### src/hdl/pgcb_pkg.sv
`default_nettype none
package pgcb_pkg;
    localparam int NUM_ROWS_DEF = 256;
    localparam int NUM_COLS_DEF = 256;
    localparam int CELLS = 65536;
    localparam int BOUNDS = 256;
    localparam logic [35:0] SUM_MAX = 36'h7_FFFF_FFFF;
    localparam logic [35:0] SUM_MIN = 36'h8_0000_0000;

    localparam logic [1:0] OP_LOAD = 2'd0;
    localparam logic [1:0] OP_BIN  = 2'd1;
    localparam logic [1:0] OP_READ = 2'd2;

    localparam logic [1:0] ST_OK    = 2'd0;
    localparam logic [1:0] ST_ZLIM  = 2'd1;
    localparam logic [1:0] ST_COL   = 2'd2;
    localparam logic [1:0] ST_INDEX = 2'd3;

    localparam logic [2:0] REG_MIN_Y = 3'd0;
    localparam logic [2:0] REG_COL_W = 3'd1;
    localparam logic [2:0] REG_ROWS  = 3'd2;
    localparam logic [2:0] REG_ZLIM  = 3'd3;

    typedef struct packed {
        logic [15:0] count;
        logic [19:0] min_x;
        logic [19:0] max_x;
        logic [19:0] min_y;
        logic [19:0] max_y;
        logic [19:0] min_z;
        logic [19:0] max_z;
        logic [35:0] sum_x;
        logic [35:0] sum_z;
    } cell_t;

    typedef struct packed {
        logic        start;
        logic [20:0] dividend;
        logic [15:0] divisor;
    } div_req_t;

    typedef struct packed {
        logic        done;
        logic [20:0] quotient;
    } div_rsp_t;
endpackage
`default_nettype wire

### src/hdl/pgcb_div.sv
`default_nettype none
module pgcb_div (
    input  wire logic              clk,
    input  wire logic              rst_n,
    input  wire pgcb_pkg::div_req_t req,
    output pgcb_pkg::div_rsp_t     rsp
);
    import pgcb_pkg::*;

    logic [20:0] quo_reg;
    logic [16:0] rem_reg;
    logic [15:0] dvs_reg;
    logic [4:0]  cnt_reg;
    logic        busy_reg;
    logic        done_reg;
    logic [16:0] trial;
    logic [17:0] diff;

    // restoring division, one quotient bit a cycle
    always_comb
    begin
        trial = {rem_reg[15:0], quo_reg[20]};
        diff  = {1'b0, trial} - {2'b00, dvs_reg};
    end

    always_ff @(posedge clk or negedge rst_n)
    begin
        if (!rst_n)
        begin
            busy_reg <= 1'b0;
            done_reg <= 1'b0;
            cnt_reg  <= '0;
        end
        else
        begin
            done_reg <= busy_reg && !req.start && (cnt_reg == 5'd1);
            if (req.start)
            begin
                busy_reg <= 1'b1;
                cnt_reg  <= 5'd21;
            end
            else if (busy_reg)
            begin
                cnt_reg <= cnt_reg - 5'd1;
                if (cnt_reg == 5'd1)
                begin
                    busy_reg <= 1'b0;
                end
            end
        end
    end

    always_ff @(posedge clk)
    begin
        if (req.start)
        begin
            quo_reg <= req.dividend;
            rem_reg <= '0;
            dvs_reg <= req.divisor;
        end
        else if (busy_reg)
        begin
            if (!diff[17])
            begin
                rem_reg <= diff[16:0];
                quo_reg <= {quo_reg[19:0], 1'b1};
            end
            else
            begin
                rem_reg <= trial;
                quo_reg <= {quo_reg[19:0], 1'b0};
            end
        end
    end

    assign rsp.done     = done_reg;
    assign rsp.quotient = quo_reg;
endmodule
`default_nettype wire

### config.mk
export PLATFORM = sky130hd
export DESIGN_NAME = pgcb_div
export DESIGN_NICKNAME = d
export VERILOG_FILES = /design/src/hdl/pgcb_pkg.sv /design/src/hdl/pgcb_div.sv
export SDC_FILE = /design/constraint.sdc
export NUM_CORES = 1
export LEC_CHECK = 0
export BUFFER_PORTS_ARGS = -buffer_cell sky130_fd_sc_hd__buf_2
export CAP_MARGIN = 10
export CORE_UTILIZATION = 60
export DETAILED_ROUTE_END_ITERATION = 10
export GPL_TIMING_DRIVEN = 0
export PLACE_DENSITY = 0.91
export SETUP_SLACK_MARGIN = 0.1
export SYNTH_ARGS = -nofsm -noshare
export SYNTH_HDL_FRONTEND = slang
export SYNTH_SLANG_ARGS = --single-unit
### constraint.sdc
create_clock -name clk -period 7.95 [get_ports clk]
set_clock_uncertainty 0.2 [all_clocks]
set_input_delay 0.3975 -clock clk [delete_from_list [all_inputs] [get_ports clk]]
set_output_delay 0.3975 -clock clk [all_outputs]
set_load 0.1 [all_outputs]
# After elaboration in Yosys (flattened, before gate mapping)
# Cells that the tools add are included.
[totals] ff_bits=60
[classes] add_sub_neg=2 eq_ne=1 n_mux=9 n_reduce_logical=4
[ops] cell="21-bit 2-to-1 mux" n=2
[ops] cell="17-bit by 16-bit subtractor with 18-bit output" n=1
[ops] cell="16-bit 2-to-1 mux" n=1
[ops] cell="5-bit 2-to-1 mux" n=2
[ops] cell="5-bit by 1-bit equality test with 1-bit output, second input constant" n=1
[ops] cell="5-bit by 1-bit subtractor with 5-bit output, second input constant" n=1
[ops] cell="1-bit 2-to-1 mux" n=4
[ops] cell="1-bit logical AND" n=2
[ops] cell="2-bit nonzero test" n=1
[ops] cell="1-bit zero test" n=1

# Depth between registers and ports, before layout
[depth] depth_word=4 ltp_mapped=10 ltp_nobuf=10

# Least setup slack after synthesis
# OpenSTA, ideal clock, no wires.
[synth_timing] kind="flip-flop to flip-flop" start="register quo_reg[20]" end="register rem_reg[12]" arrival_time_ns=2.817 required_ns=7.628 path_slack_ns=4.811 path_stages_with_launch=11 path_buffers=0 path_cell_list="edfxtp_1 -> inv_1 -> ha_1 -> fa_1 -> nor2b_1 -> o31a_1 -> o22ai_1 -> o21a_1 -> xor2_1 -> nor2_1 -> a221o_1"
[synth_via] elab_chain_cells=2
[synth_lines] element="start: declaration" line="pgcb_div.sv:10" rtl="logic [20:0] quo_reg;"
[synth_lines] element="start signal: assignment" line="pgcb_div.sv:57" rtl="quo_reg <= req.dividend;"
[synth_lines] element="start signal: assignment" line="pgcb_div.sv:66" rtl="quo_reg <= {quo_reg[19:0], 1'b1};"
[synth_lines] element="start signal: assignment" line="pgcb_div.sv:71" rtl="quo_reg <= {quo_reg[19:0], 1'b0};"
[synth_lines] element="17-bit by 16-bit subtractor with 18-bit output" line="pgcb_div.sv:23" rtl="diff = {1'b0, trial} - {2'b00, dvs_reg};"
[synth_lines] element="16-bit 2-to-1 mux" line="pgcb_div.sv:63" rtl="if (!diff[17])"
[synth_lines] element="end signal: assignment" line="pgcb_div.sv:65" rtl="rem_reg <= diff[16:0];"
[synth_lines] element="end signal: assignment" line="pgcb_div.sv:70" rtl="rem_reg <= trial;"
[synth_lines] element="end: declaration" line="pgcb_div.sv:11" rtl="logic [16:0] rem_reg;"
# No other way between the ends.
# A chain may end at the register's enable or synchronous reset.

# Worst setup path in the final report
[layout_timing] start="register dvs_reg[8]" end="register quo_reg[0], data pin"
[layout_via] elab_chain_cells=4
[layout_lines] element="start: declaration" line="pgcb_div.sv:12" rtl="logic [15:0] dvs_reg;"
[layout_lines] element="start signal: assignment" line="pgcb_div.sv:59" rtl="dvs_reg <= req.divisor;"
[layout_lines] element="17-bit by 16-bit subtractor with 18-bit output" line="pgcb_div.sv:23"
[layout_lines] element="1-bit 2-to-1 mux" line="pgcb_div.sv:63"
[layout_lines] element="21-bit 2-to-1 mux" line="pgcb_div.sv:61" rtl="else if (busy_reg)"
[layout_lines] element="21-bit 2-to-1 mux" line="pgcb_div.sv:55" rtl="if (req.start)"
# No other way between the ends. The select of a mux whose other input is x is not followed.

==> summary.txt <==
Status
  • Outcome: finished, final reports clean

Logic synthesis
  • Synthesized net count: 362
  • Area contributors post-synth: edfxtp_1 34%, dfxtp_1 9.7%, mux2_2 7.1%, ha_1 6.8%, dfrtp_1 5.3%
  • EDFF count, synth: 37
  • Synth Instances: 303
  • YS warnings: 0
  • Synth async-reset ratio: 0.117
  • Library cells used by synthesis: 56
  • #FFs+latches synth: 60
  • Mapped cell area: 3310 sq um
  • Top FF cell, synth: edfxtp_1
  • Top cell type's share of synthesized area: 0.336
  • Post-Syn Area per Cell: 10.9 sq um
  • Synth area leader: edfxtp_1
  • Sequential area share after synthesis: 0.485

Power and ir drop
  • Switching Power: 0.512 mW
  • Peak supply drop: 213 uV
  • Flop pwr share: 0.348
  • Clock power frac: 0.232
  • PwrDens: 317 nW/um^2
  • LEAKAGE: 1.70 nW
  • Comb power frac: 0.420
  • Overall power: 1.24 mW
  • Internal: 0.730 mW
  • Net switching fraction of the power: 0.412

Die
  • Row cnt: 26
  • Initial Util: 0.636
  • Die X: 76.3 microns
  • Core area: 5200 sq um
  • Die height: 76.3 microns
  • IO Pins: 62
  • Die area: 5820 sq um

Critical path
  • Worst path required time: 7.85 ns
  • Crit path max fanout: 6
  • CP startpoint kind: register
  • Worst Path Buf+Inv: 1
  • Slowest stage delay, CP: 0.41 ns
  • Critical Path AT: 2.89 ns
  • WS Path Type: register to register
  • Crit path max-delay cell type: or3b_4
  • Worst Setup End Kind: register
  • Top delay family on crit path: simple AND/OR/NAND/NOR gates
  • Worst path cell trace: inv_1, ha_1, a211oi_2, nor2_1, or2_1, or3b_4, o21ai_4, nand2_1, mux2_2

Timing
  • Final Hold Vio Count: 0
  • Slew HR: 0.412
  • Actual slew at the worst max-slew pin: 0.876 ns
  • Achievable Freq: 335 MHz
  • WHS: 0.0131 ns
  • Period utilization: 0.376
  • Setup TNS: 0 ns
  • Final setup fails: 0
  • Min Clock Period, post-route: 2.99 ns
  • RSZ-0062 raised after global routing: false
  • Final Slew Violations: 0
  • Final worst slack: 4.96 ns

GRT
  • Vias in the first global route: 2786
  • Initial antenna violation count: 0
  • Largest net degree at the start of global routing: 22
  • GR Util All Layers: 0.300
  • Remaining Overflow, GRT: 0
  • First-pass GRT wire length: 13300 microns

Placement
  • Worst slack, placed: 5.02 ns
  • HPWL after detailed placement: 5600 microns
  • IO buf count: 61
  • Cell Area, Placed: 3700 sq um
  • GP Congestion: 0.910

Cells and area
  • Max FFs per register: 21
  • Share of cells above drive strength 1: 0.281
  • Ant. Diodes: 0
  • Nets: 435
  • Finished Cell Area: 3920 sq um
  • Layout area overhead: 18.3%

Flow run
  • Max_cap viols: 0

Clock network
  • Clock Latency Late Sink: 0.35 ns
  • Worst-case clock buffer depth: 2
  • Clock transition at path regs: 0.08 ns
  • CTS Buf Count: 9
  • CTS tree: done
  • H-tree levels: 3
  • Post_cts resized: 0
  • CTS root buffer: clkbuf_8
  • Clock sinks: 60

Drt
  • Initial drt markers: 289
  • WL/cell: 18.3 microns
  • Remaining DRCs: 0
  • Vias/cell: 6.14
  • WL final: 8270 microns
  • Antenna viol nets, final: 0
  • Drt pass-1 iters: 5
  • Via count: 2768

Worst hold path
  • Worst hold path class: input pin to register
## path summary, 6_finish.rpt
check,slack (ns),cells after the start,from,end
worst min register to register,0.32,2,rem_reg[4]$_SDFFE_PP0P_,rem_reg[4]$_SDFFE_PP0P_
worst max-delay path,4.96,9,dvs_reg[8]$_DFFE_PP_,quo_reg[0]$_DFFE_PP_
worst max register to register,4.96,9,dvs_reg[8]$_DFFE_PP_,quo_reg[0]$_DFFE_PP_
max in group asynchronous,7.17,2,rst_n,cnt_reg[2]$_DFFE_PN0P_
min in group asynchronous,0.22,2,rst_n,cnt_reg[1]$_DFFE_PN0P_
worst min-delay path,0.01,1,req[6],dvs_reg[6]$_DFFE_PP_
## kinds of logic after synthesis
logic type | after synthesis | share of synthesized area
multiplexers | 22 | 0.0745
AO/OA/AOI/OAI | 79 | 0.177
XOR/XNOR | 10 | 0.0265
flip-flops | 60 | 0.485
adder cells (fa/ha/maj) | 19 | 0.0741
AND/OR/NAND/NOR | 76 | 0.115
buffers and inverters | 37 | 0.0476
## Yosys cell counts, drive strengths merged, types with 2 or more instances
cell type and instances:
a211o 2, a211oi 3, a21o 5, a21oi 14, a311oi 4, a31o 2, a41oi 2, buf 5
clkbuf 8, dfrtp 7, dfxtp 16, edfxtp 37, ha 18, inv 24, mux2 21, nand2 19
nand2b 6, nand3 6, nand3b 2, nand4 4, nor2 20, nor2b 4, nor3 7, o211ai 2
o21a 10, o21ai 12, o21bai 3, o22ai 2, o31a 2, o31ai 5, o32ai 2, o41ai 2
xnor2 8, xor2 2
## cells in the final DEF (no fill, tap or decap), types with 3 or more instances in the layout
cell      Yosys  layout
nand3_1       6       6
clkbuf_8      0      11
o21a_1       10      10
inv_1        24      24
o21bai_1      3       3
a311oi_1      4       4
xnor2_1       8       8
buf_2         0      61
o31ai_1       5       5
nor2_1       20      20
nor3_1        7       7
dfxtp_1      16      16
edfxtp_1     37      37
dfrtp_1       7       7
mux2_2       21      21
nand2b_1      6       6
nand2_1      19      19
a21o_1        5       5
a21oi_1      14      14
nor2b_1       4       4
clkbuf_1      8       9
ha_1         18      18
o21ai_0      11      11
nand4_1       4       4
## stage by stage
step | cells | utilization
detailed placement | 434 | 0.711
floorplan | 303 | -
finish | 451 | 0.752
CTS | 451 | 0.752
global route | 451 | 0.752
global placement | 434 | 0.711
## power groups by stage
stage	sequential, mW	combinational [mW]	clock, mW
final	0.433	0.521	0.288
after global placement	0.432	0.486	0
after floorplan	0.530	0.298	0
after detailed placement	0.434	0.504	0
after global routing	0.438	0.561	0.303
after CTS	0.430	0.511	0.287
## timing repair
action	in CTS	in global routing
hold endpoints to repair	7	0
buffers inserted	0	0
hold buffers	1	0
## routing by layer
layer  part of all wire  GRT usage
met2               0.50      0.495
met5                  0          0
met3              0.079     0.0766
met1               0.39      0.369
met4              0.024      0.137
## area by class of cell
cell class | count | area, sq um
Sequential cell | 60 | 1610
Multi-Input combinational cell | 206 | 1550
Fill cell | 351 | 1290
Timing Repair Buffer | 62 | 315
Clock buffer | 12 | 155
Inverter | 24 | 90.1
Tap cell | 70 | 87.6
Buffer | 13 | 67.6
Clock inverter | 4 | 47.5
Power figures use the tool's default switching activity.
